### src/bba_pkg.sv
// ----------------------------------------------------------------------------
// bba_pkg
// Shared types and constants for the bitmap block allocator.
// ----------------------------------------------------------------------------
package bba_pkg;

   localparam int DEF_NUM_BLOCKS = 16384;

   // bitmap word geometry
   localparam int WORD_W    = 32;
   localparam int WORD_BITS = 5;
   // block positions; ranges end below 2^16 for any legal request
   localparam int POS_W     = 16;
   localparam int WIDX_W    = POS_W - WORD_BITS;

   localparam int OPC_W   = 2;
   localparam int START_W = 14;
   localparam int COUNT_W = 15;
   localparam int STAT_W  = 2;
   localparam int MAP_W   = 15;

   localparam logic [OPC_W-1:0] OP_ALLOC   = 2'd0;
   localparam logic [OPC_W-1:0] OP_FREE    = 2'd1;
   localparam logic [OPC_W-1:0] OP_CHECK   = 2'd2;
   localparam logic [OPC_W-1:0] OP_RESERVE = 2'd3;

   localparam logic [STAT_W-1:0] ST_OK       = 2'd0;
   localparam logic [STAT_W-1:0] ST_NOT_FREE = 2'd1;
   localparam logic [STAT_W-1:0] ST_BOUNDS   = 2'd2;

   localparam logic [MAP_W-1:0] MAP_RESET = 15'd16384;

   typedef struct packed {
      logic              load;
      logic              set_status;
      logic [STAT_W-1:0] status_code;
      logic              scan_init;
      logic              scan_step;
      logic              scan_hit;
      logic              range_init;
      logic              range_step;
      logic              emit;
      logic              clear_step;
   } dp_cmd_type;

   typedef struct packed {
      logic clear_last;
      logic zero_cnt;
      logic is_alloc;
      logic too_big;
      logic oob;
      logic hit;
      logic scan_last;
      logic range_last;
   } dp_stat_type;

endpackage

### src/bba_ctrl.sv
// ----------------------------------------------------------------------------
// bba_ctrl
// Sequencer: bitmap clear after reset, request decode, run scan, range pass.
// ----------------------------------------------------------------------------
module bba_ctrl (
   input  logic                 clock,
   input  logic                 reset,
   input  logic                 start,
   output logic                 busy,
   output bba_pkg::dp_cmd_type  cmd,
   input  bba_pkg::dp_stat_type stat
);
   import bba_pkg::*;

   localparam logic [2:0] S_CLEAR  = 3'd0;
   localparam logic [2:0] S_IDLE   = 3'd1;
   localparam logic [2:0] S_DECODE = 3'd2;
   localparam logic [2:0] S_SCRD   = 3'd3;
   localparam logic [2:0] S_SCEV   = 3'd4;
   localparam logic [2:0] S_RGRD   = 3'd5;
   localparam logic [2:0] S_RGEV   = 3'd6;
   localparam logic [2:0] S_DONE   = 3'd7;

   logic [2:0] state_ff, state_in;

   always_comb begin
      cmd      = '0;
      state_in = state_ff;
      case (state_ff)
         S_CLEAR: begin
            cmd.clear_step = 1'b1;
            if (stat.clear_last) begin
               state_in = S_IDLE;
            end
         end
         S_IDLE: begin
            if (start) begin
               cmd.load = 1'b1;
               state_in = S_DECODE;
            end
         end
         S_DECODE: begin
            if (stat.zero_cnt) begin
               cmd.set_status  = 1'b1;
               cmd.status_code = ST_BOUNDS;
               state_in        = S_DONE;
            end else if (stat.is_alloc) begin
               if (stat.too_big) begin
                  cmd.set_status  = 1'b1;
                  cmd.status_code = ST_NOT_FREE;
                  state_in        = S_DONE;
               end else begin
                  cmd.scan_init = 1'b1;
                  state_in      = S_SCRD;
               end
            end else if (stat.oob) begin
               cmd.set_status  = 1'b1;
               cmd.status_code = ST_BOUNDS;
               state_in        = S_DONE;
            end else begin
               cmd.range_init = 1'b1;
               state_in       = S_RGRD;
            end
         end
         S_SCRD: begin
            state_in = S_SCEV;
         end
         S_SCEV: begin
            if (stat.hit) begin
               cmd.scan_hit = 1'b1;
               state_in     = S_RGRD;
            end else if (stat.scan_last) begin
               cmd.set_status  = 1'b1;
               cmd.status_code = ST_NOT_FREE;
               state_in        = S_DONE;
            end else begin
               cmd.scan_step = 1'b1;
               state_in      = S_SCRD;
            end
         end
         S_RGRD: begin
            state_in = S_RGEV;
         end
         S_RGEV: begin
            cmd.range_step = 1'b1;
            state_in       = stat.range_last ? S_DONE : S_RGRD;
         end
         S_DONE: begin
            cmd.emit = 1'b1;
            state_in = S_IDLE;
         end
         default: begin
            state_in = S_IDLE;
         end
      endcase
   end

   always_ff @(posedge clock) begin
      if (reset) begin
         state_ff <= S_CLEAR;
      end else begin
         state_ff <= state_in;
      end
   end

   assign busy = (state_ff != S_IDLE);

`ifndef SYNTHESIS
   a_emit_once: assert property (@(posedge clock) disable iff (reset)
      cmd.emit |=> !cmd.emit)
      else $error("emit repeated");
   a_accept_busy: assert property (@(posedge clock) disable iff (reset)
      (start && !busy) |=> busy)
      else $error("busy not raised after accept");
   a_one_write_cmd: assert property (@(posedge clock) disable iff (reset)
      $onehot0({cmd.clear_step, cmd.range_step, cmd.scan_step, cmd.scan_hit}))
      else $error("conflicting datapath commands");
`endif
endmodule
### config.mk
export PLATFORM = sky130hd
export DESIGN_NAME = bba_ctrl
export DESIGN_NICKNAME = d
export VERILOG_FILES = /design/src/bba_pkg.sv /design/src/bba_ctrl.sv
export SDC_FILE = /design/constraint.sdc
export NUM_CORES = 1
export LEC_CHECK = 0
export BUFFER_PORTS_ARGS = -buffer_cell sky130_fd_sc_hd__buf_2
export CAP_MARGIN = 10
export CORE_AREA = 10 10 47 49
export DETAILED_ROUTE_END_ITERATION = 16
export DIE_AREA = 0 0 57 59
export GPL_ROUTABILITY_DRIVEN = 0
export HOLD_SLACK_MARGIN = 0.06
export PLACE_DENSITY_LB_ADDON = 0.12
export SYNTH_ARGS = -nofsm -noshare
export SYNTH_HDL_FRONTEND = slang
export SYNTH_SLANG_ARGS = --single-unit
### constraint.sdc
create_clock -name clock -period 1.7 [get_ports clock]
set_clock_uncertainty 0.1 [all_clocks]
set_input_delay 0 -clock clock [delete_from_list [all_inputs] [get_ports clock]]
set_output_delay 0 -clock clock [all_outputs]
set_load 0.01 [all_outputs]
After elaboration in Yosys (flattened, before gate mapping) --
Cells that the tools add are included.
Word-level totals: output and inout bits 12, flip-flop bits (word level) 3, bits of input ports 11, logic and storage cells 47
Operators by class: eq/ne operators 10, reduce and logical (&&, ||, !) cells 2, muxes and demuxes 34
Operators with widths (number):
- 2-to-1 mux 3 bit | 13
- case mux 3 bit (8 select lines) | 1
- 2-to-1 mux 1 bit | 16
- == test 3 bit (second input constant) | 4
- == test 3 x 2 -> 1 bit (second input constant) | 2
- 2-to-1 mux 2 bit | 3
- case mux 3 bit (2 select lines) | 1
- != test 2 bit (second input constant) | 2
- == test 3 x 1 -> 1 bit (second input constant) | 1
- zero test 3 bit | 1
- != test 3 x 1 -> 1 bit (second input constant) | 1
- AND reduction 2 bit | 1

Longest topological paths before layout --
Gate-level depths: netlist (run 1).
depth after elaboration 4, gate-level depth with buffers 4, mapped depth without buffers 3

Worst setup path after synthesis (run 1) --
No wires, ideal clock.
path kind register to output, start point register state_ff[1], end point output port cmd[9] (netlist bit), buffers on the path 0, slack 0.394 ns, cell stages (with the launch flop) 4, data arrival time 1.206 ns, required time 1.600 ns, path through dfxtp_1 > or4b_4 > or2_0 > o21ai_0
RTL lines:
- start: declaration | RTL line bba_ctrl.sv:24 | logic [2:0] state_ff, state_in;
- start signal: assignment | RTL line bba_ctrl.sv:102 | state_ff <= state_in;
- end: declaration | RTL line bba_ctrl.sv:10 | output bba_pkg::dp_cmd_type cmd,

==> results of run 1 <==
cell families after synthesis:
| group | share of synthesized area, % |
|---|---|
| DFF | 19.4 |
| AOI/OAI and AO/OA | 21.5 |
| and+or+nand+nor | 49.8 |
| buffers and inverters | 9.31 |
power breakdown:
group          switching (mW)  internal, mW  total (mW)
combinational          0.0381        0.0350      0.0731
sequential            0.00203        0.0725      0.0745
clock                  0.0357        0.0879       0.124
total                  0.0759         0.195       0.271
cells in the final DEF, fill, tap and decap left out, types with 2 or more instances in the layout:
cell type,instances
dfxtp_4,2
buf_2,22
nor2_1,5
a21oi_1,3
clkbuf_4,3
nor3_1,4
nand2_1,3
buf_4,4
dlygate4sd3_1,4
inv_1,2
or3_1,2
o21ai_1,2
timing repair:
| action | CTS | global route |
|---|---|---|
| setup buffers | 2 | 0 |
| resized for setup | 5 | 3 |
| pin swaps | 2 | 2 |
| setup endpoints to repair | 2 | 3 |
| endpoints found under the hold margin | 3 | 1 |
critical path: stages, from the launching register on:
cell and delay [ps]:
dfxtp_4 330, or4b_4 520, or2_1 230, o21ai_1 70, buf_2 140
through the flow:
step	area, um2	total power, mW	cells
2_1_floorplan	309	0.113	43
3_3_place_gp	433	0.139	80
3_5_place_dp	433	0.138	80
4_1_cts	522	0.280	90
5_1_grt	526	0.301	90
6_report	526	0.271	90
cell type report:
type | instances | area [um2] | share of cell area, %
sequential | 3 | 68.8 | 13.1
timing repair buffer | 30 | 180 | 34.3
inverter | 2 | 7.51 | 1.43
clock buffer | 4 | 26.3 | 5.00
tap | 16 | 20.0 | 3.81
multi-input combinational | 35 | 223 | 42.4
worst paths after layout:
| path | startpoint | to | slack (ps) | depth (start not counted) |
|---|---|---|---|---|
| setup / recovery | state_ff[1] | cmd[9] | 70 | 4 |
| hold / removal | stat[2] | state_ff[1] | 20 | 3 |
| setup reg to reg | state_ff[0] | state_ff[2] | 160 | 4 |
| hold reg to reg | state_ff[2] | state_ff[2] | 480 | 2 |
metal layers:
| metal | vias up | part of all wire, % | GRT usage [%] |
|---|---|---|---|
| li1 | 223 | - | - |
| met1 | 195 | 42 | 8.35 |
| met2 | 14 | 50 | 12.1 |
| met3 | 0 | 7.6 | 2.58 |
| met4 | 0 | 0 | 5.03 |
| met5 | - | 0 | 0 |
==> results.yml, run 1 <==
synth:
  yosysTopAreaCell: "dfxtp_1"
  synth_cell_types: 26
  yosys_warnings: 0
  netlist_top_cells_count: "6 x nor2_1, 4 x nor3_1, 3 x a21oi_1, 3 x dfxtp_1, 3 x nand2_1"
  syn_avg_cell_area_um2: 7.19
  synth_fp_nets: 54
  synth_edf_count: 0
  synthTopCellsByArea: "dfxtp_1 19%, nor2_1 7.3%, nor3_1 6.5%, a21oi_1 4.9%, a2111oi_2 4.9%"
  synth-main-ff-cell: "dfxtp_1"
  synth_top_area_share_pct: 19.4
  synth_cells: 43
  async_reset_ff_share_pct: 0
  netlist_area_um2: 309
  ys_seq_elements: 3
  seq_area_frac_synth_pct: 19.4
  yosysMostFrequentCell: "nor2_1"
timing:
  final_hold_viol_count: 0
  worstMarginPinSlew_ps: 399
  setup_viol: 0
  post-route-period-util_pct: 95.9
  drv_slew: 0
  relSlewSlack_pct: 73.2
  final.min_clock_period_ps: 1630
  hold_ws_ps: 22.5
  fmax_mhz: 613
  layout_setup_ws_ps: 69.8
  tns_ps: 0
  grt_setup_unrepaired: "true"
route:
  drc_errors: 0
  ant_nets: 0
  first_pass_iters: 4
  vias_per_cell: 4.80
  via_count: 432
  drt_iter0_drc: 10
  routed_wl_mm: 1.19
  wl_per_cell_um: 13.2
setup_path:
  cp-end-kind: "output port"
  path_max_fanout: 3
  cp.required_ps: 1600
  crit_arrival_ps: 1530
  crit_type: "register to output port"
  cp-start-kind: "register"
global_routing:
  antenna_found_initial: 0
  grt.overflow.total: 0
  grt_pass1_vias: 473
  grt_max_degree: 13
  grt_pass1_wl_mm: 2.08
  groute.usage.overall_pct: 7.58
pwr:
  power_density_mw_per_mm2: 516
  p_leak_nw: 0.260
  ir_drop_uv: 276
floorplanning:
  io_pins: 23
  die_w_um: 57
  core_area_mm2: 0.00140
  dieArea_mm2: 0.00336
  core.rowCount: 14
  start_util_pct: 22.1
  fp.dieH_um: 59
clock_network:
  ctsHoldBuffers: 4
  cts.sinks: 3
  clock_path_buffers: 2
  cts_tree: "done"
  clkTransAtPathRegs_ps: 40
  clock-root-buffer: "clkbuf_4"
  clk_latency_ps: 230
  htreeDepth: 1
  cts_made_buffers: 3
placement:
  port_buffers: 22
  place_ws_ps: 161
  hpwl_um: 887
final_layout:
  nets: 86
  diodes: 0
  area_growth_pct: 70.0
  utilization_pct: 37.5
  reg_top3: "state_ff x3"
  largest_reg_flops: 3
  top_register: "state_ff"
  nFillCells: 152
  drive_above_1_share_pct: 50.0
run_status:
  status: "finished, final reports clean"
flow_run:
  drv_cap: 0
hold_path:
  hp-class: "primary input to register"
Power figures use the tool's default switching activity.
==> run 2: changes to the inputs <==
--- a/config.mk
+++ b/config.mk
@@ -8,7 +8,7 @@
 export BUFFER_PORTS_ARGS = -buffer_cell sky130_fd_sc_hd__buf_2
 export CAP_MARGIN = 10
-export CORE_AREA = 10 10 47 49
+export CORE_AREA = 2 2 39 41
 export DETAILED_ROUTE_END_ITERATION = 16
-export DIE_AREA = 0 0 57 59
+export DIE_AREA = 0 0 41 43
 export GPL_ROUTABILITY_DRIVEN = 0
 export HOLD_SLACK_MARGIN = 0.06
--- a/constraint.sdc
+++ b/constraint.sdc
@@ -3,3 +3,3 @@
 set_input_delay 0 -clock clock [delete_from_list [all_inputs] [get_ports clock]]
 set_output_delay 0 -clock clock [all_outputs]
-set_load 0.01 [all_outputs]
+set_load 0.02 [all_outputs]
==> run 2 against run 1 <==
Utilization up 1.4 points. Clock power is essentially flat. Routed wire length is 23% lower. Clock-buffer cell count unchanged. Die area shrank 48%. Worst setup slack got worse by 5.9 ps. Register-to-register slack gained 110 ps. Total power increased by 1.9%. Non-clock buffer count is 1 higher. Combinational power grew 1%. Cell count is 1.1% higher. Global-route usage grew 4.3 points. Largest power group unchanged. Highest routed layer unchanged.
==> results.yml, run 2 (synthesis gave the netlist of run 1 again) <==
placement:
  place_ws_ps: 198
  port_buffers: 22
  hpwl_um: 721
clock_network:
  clock-root-buffer: "clkbuf_4"
  cts.sinks: 3
  clkTransAtPathRegs_ps: 40
  cts_tree: "done"
  clk_latency_ps: 230
  htreeDepth: 1
  cts_made_buffers: 3
  clock_path_buffers: 2
setup_path:
  cp-startpoint: "state_ff[0]"
  r2r-start: "state_ff[1]"
  path_buf_inv: 1
  crit_arrival_ps: 1540
  crit_family: "simple AND/OR/NAND/NOR gates"
  crit_type: "register to output port"
  worst_path_largest_cell_delay_ps: 480
  cp-start-kind: "register"
  crit_cells: 4
  reg2reg_slack_ps: 270
  path_max_fanout: 8
  cp.required_ps: 1600
  rr_endpoint: "state_ff[2]"
  endpoint: "cmd[7]"
  worstPathCellList: "or4b_4 -> or2_1 -> o21ai_1 -> buf_4"
  r2r_cells: 4
  cpMaxStageDelayCell: "or4b_4"
  cp-end-kind: "output port"
route:
  via_count: 418
  drt_iter0_drc: 8
  ant_nets: 0
  drc_errors: 0
  routed_wl_um: 922
  vias_per_cell: 4.59
  wl_per_cell_um: 10.1
  first_pass_iters: 2
timing:
  final.min_clock_period_ps: 1640
  tns_ps: 0
  fmax_mhz: 611
  post-route-period-util_pct: 96.2
  worstMarginPinSlew_ps: 374
  layout_setup_ws_ps: 63.9
  grt_setup_unrepaired: "false"
  relSlewSlack_pct: 74.7
  final_hold_viol_count: 0
  drv_slew: 0
  setup_viol: 0
floorplanning:
  core_area_mm2: 0.00138
  start_util_pct: 22.3
  dieArea_mm2: 0.00176
  die_w_um: 41
  io_pins: 23
  core.rowCount: 14
  fp.dieH_um: 43
final_layout:
  mostFrequentLayoutCell: "buf_2"
  drive_above_1_share_pct: 50.7
  diodes: 0
  top_register: "state_ff"
  nFillCells: 154
  layout_common_cells: "20 x buf_2, 7 x buf_4, 5 x nor2_1"
  nets: 87
  reg_top3: "state_ff x3"
  area_growth_pct: 74.1
  largest_reg_flops: 3
pwr:
  p_leak_nw: 0.263
  ir_drop_uv: 228
  power_density_mw_per_mm2: 514
global_routing:
  grt_pass1_vias: 338
  grt.overflow.total: 0
  groute.usage.overall_pct: 11.8
  antenna_found_initial: 0
  grt_max_degree: 9
  grt_pass1_wl_mm: 1.39
flow_run:
  drv_cap: 0
run_status:
  status: "finished, final reports clean"
hold_path:
  hp-class: "primary input to register"
## run 2: cell count changes in the layout (fill, tap and decap cells not counted)
cell / delta
buf_2: -2
buf_4: +3
## run 2: worst reg2reg max path, stage by stage, from the launching register on
cell,delay [ps]
dfxtp_2,320
buf_4,150
and3_2,200
a211o_1,300
a2111oi_2,260
## run 2: timing repair
action | 4_1_cts | 5_1_grt
pin swaps | 2 | 1
resized for setup | 3 | 7
endpoints found under the hold margin | 3 | 0
hold buffers | 4 | 0
endpoints found under the setup margin | 2 | 3
setup buffers | 1 | 0
## run 2: how the worst min path moves through the flow
stage,from,endpoint,cells after the start
floorplan,reset,state_ff[0],1
global placement,reset,state_ff[0],2
detailed placement,reset,state_ff[0],2
CTS,stat[2],state_ff[1],4
global route,stat[2],state_ff[1],4
finish,stat[2],state_ff[1],4
## run 2: metal layers
metal  GRT usage (%)  part of all wire [%]
met4            8.00                     0
met3            4.19                   6.2
met5               0                     0
met1            15.7                    46
met2            15.3                    48
## run 2: layout make-up
| cell class | count | area, um2 | share of cell area, % |
|---|---|---|---|
| clock buffers | 4 | 26.3 | 4.88 |
| inverters | 2 | 7.51 | 1.40 |
| multi-input cells | 35 | 223 | 41.4 |
| flip-flops and latches | 3 | 68.8 | 12.8 |
| well taps | 16 | 20.0 | 3.72 |
| repair buffers | 31 | 193 | 35.8 |
## run 2: through the flow
stage / power (mW) / utilization, % / hold WS, ps / area [um2] / std cells
6_report: 0.276 / 38.9 / 113 / 538 / 91
5_1_grt: 0.301 / 38.9 / 153 / 538 / 91
4_1_cts: 0.285 / 38.1 / 115 / 527 / 91
3_5_place_dp: 0.146 / 32.4 / 95.5 / 448 / 82
3_3_place_gp: 0.148 / 32.4 / 98.6 / 448 / 82
2_1_floorplan: 0.118 / - / -20.7 / 309 / 43
## run 2: power by group
group	switching [mW]	leakage [nW]	internal [mW]
Clock	0.0368	0.0150	0.0880
Combinational	0.0386	0.222	0.0353
Sequential	0.00538	0.0263	0.0724
==> run 3: changes to the inputs <==
- RECOVER_POWER: default -> 25
==> run 3 against run 2 <==
Routed wire length decreased by 0.87%. Largest power group unchanged. Maximum frequency hardly changed. Worst setup slack gained 0.95 ps. Sequential share of layout area rose by 0.090 points. Non-clock buffer count unchanged.
==> results.yml, run 3 (synthesis gave the netlist of run 1 again) <==
final_layout:
  diodes: 0
  nets: 87
  utilization_pct: 38.6
  nFillCells: 156
  area_growth_pct: 72.9
  reg_top3: "state_ff x3"
  layout_common_cells: "17 x buf_2, 7 x buf_4, 5 x nor2_1"
  drive_above_1_share_pct: 46.7
  final_area_um2: 534
  largest_reg_flops: 3
  final_cells: 91
  top_register: "state_ff"
  mostFrequentLayoutCell: "buf_2"
timing:
  grt_setup_unrepaired: "false"
  layout_setup_ws_ps: 64.8
  hold_ws_ps: 112
  fmax_mhz: 612
  setup_viol: 0
  final_hold_viol_count: 0
  final.min_clock_period_ps: 1640
  tns_ps: 0
  relSlewSlack_pct: 74.3
  drv_slew: 0
  worstMarginPinSlew_ps: 379
  post-route-period-util_pct: 96.2
placement:
  dpl_cell_area_um2: 448
  dp.cells: 82
  hpwl_um: 721
  port_buffers: 22
  place_ws_ps: 198
floorplanning:
  io_pins: 23
  fp.dieH_um: 43
  die_w_um: 41
  core.rowCount: 14
  start_util_pct: 22.3
  core_area_mm2: 0.00138
  dieArea_mm2: 0.00176
setup_path:
  cp-start-kind: "register"
  path_buf_inv: 1
  cp.required_ps: 1600
  worst_path_largest_cell_delay_ps: 480
  crit_type: "register to output port"
  cp-end-kind: "output port"
  worstPathCellList: "or4b_4 -> or2_1 -> o21ai_1 -> buf_4"
  r2r-start: "state_ff[1]"
  path_max_fanout: 8
  cpMaxStageDelayCell: "or4b_4"
  crit_arrival_ps: 1540
  cp-startpoint: "state_ff[0]"
  crit_family: "simple AND/OR/NAND/NOR gates"
clock_network:
  cts_made_buffers: 3
  clock_path_buffers: 2
  cts_tree: "done"
  clock-root-buffer: "clkbuf_4"
  htreeDepth: 1
  clkTransAtPathRegs_ps: 40
  clk_latency_ps: 230
  cts.sinks: 3
pwr:
  power_mw: 0.275
  p_leak_nw: 0.255
  power_density_mw_per_mm2: 514
  ir_drop_uv: 228
global_routing:
  grt_pass1_wl_mm: 1.39
  grt_max_degree: 9
  antenna_found_initial: 0
  grt.overflow.total: 0
  groute.usage.overall_pct: 11.8
  grt_pass1_vias: 338
route:
  vias_per_cell: 4.58
  ant_nets: 0
  routed_wl_um: 914
  first_pass_iters: 2
  drc_errors: 0
  via_count: 417
  drt_iter0_drc: 4
  wl_per_cell_um: 10.0
flow_run:
  drv_cap: 0
run_status:
  status: "finished, final reports clean"
hold_path:
  min_from: "stat[2]"
  hp-class: "primary input to register"
run 3: layer usage:
layer | GRT usage (%) | wire [um] | vias to the layer above
li1 | - | - | 225
met1 | 15.7 | 408 | 183
met2 | 15.3 | 448 | 9
met3 | 4.19 | 57 | 0
met4 | 8.00 | 0 | 0
met5 | 0 | 0 | -
run 3: where the power goes:
| part | leakage, nW | internal (mW) | switching, mW | total (mW) |
|---|---|---|---|---|
| Combinational | 0.214 | 0.0336 | 0.0386 | 0.0722 |
| Sequential | 0.0263 | 0.0724 | 0.00533 | 0.0777 |
| Clock | 0.0150 | 0.0880 | 0.0369 | 0.125 |
run 3: timing repair:
item                       CTS  global route
buffers inserted             1             0
setup endpoints to repair    2             3
pin swaps                    2             1
hold buffers                 4             0
gates resized for setup      3             7
hold endpoints to repair     3             0
cloned                       0             0
run 3: final cells by class:
| class | instances | area (um2) | share of cell area (%) |
|---|---|---|---|
| Inverter | 2 | 7.51 | 1.41 |
| Timing Repair Buffer | 31 | 189 | 35.4 |
| Clock buffer | 4 | 26.3 | 4.92 |
| Sequential cell | 3 | 68.8 | 12.9 |
| Tap cell | 16 | 20.0 | 3.75 |
| Multi-Input combinational cell | 35 | 223 | 41.7 |
run 3: path summary, 6_finish.rpt:
check,slack [ps],cells past startpoint,endpoint
worst min-delay path,110,4,state_ff[1]
worst max register to register,270,4,state_ff[2]
worst max-delay path,60,4,cmd[7]
worst min register to register,510,2,state_ff[2]
run 3: worst reg2reg max path, delay by kind of cell (launching register included):
kind	cells	cell delay, ps
AND/OR/NAND/NOR	1	200
flip-flops	1	320
buffers and inverters	1	150
AO/OA/AOI/OAI	2	560
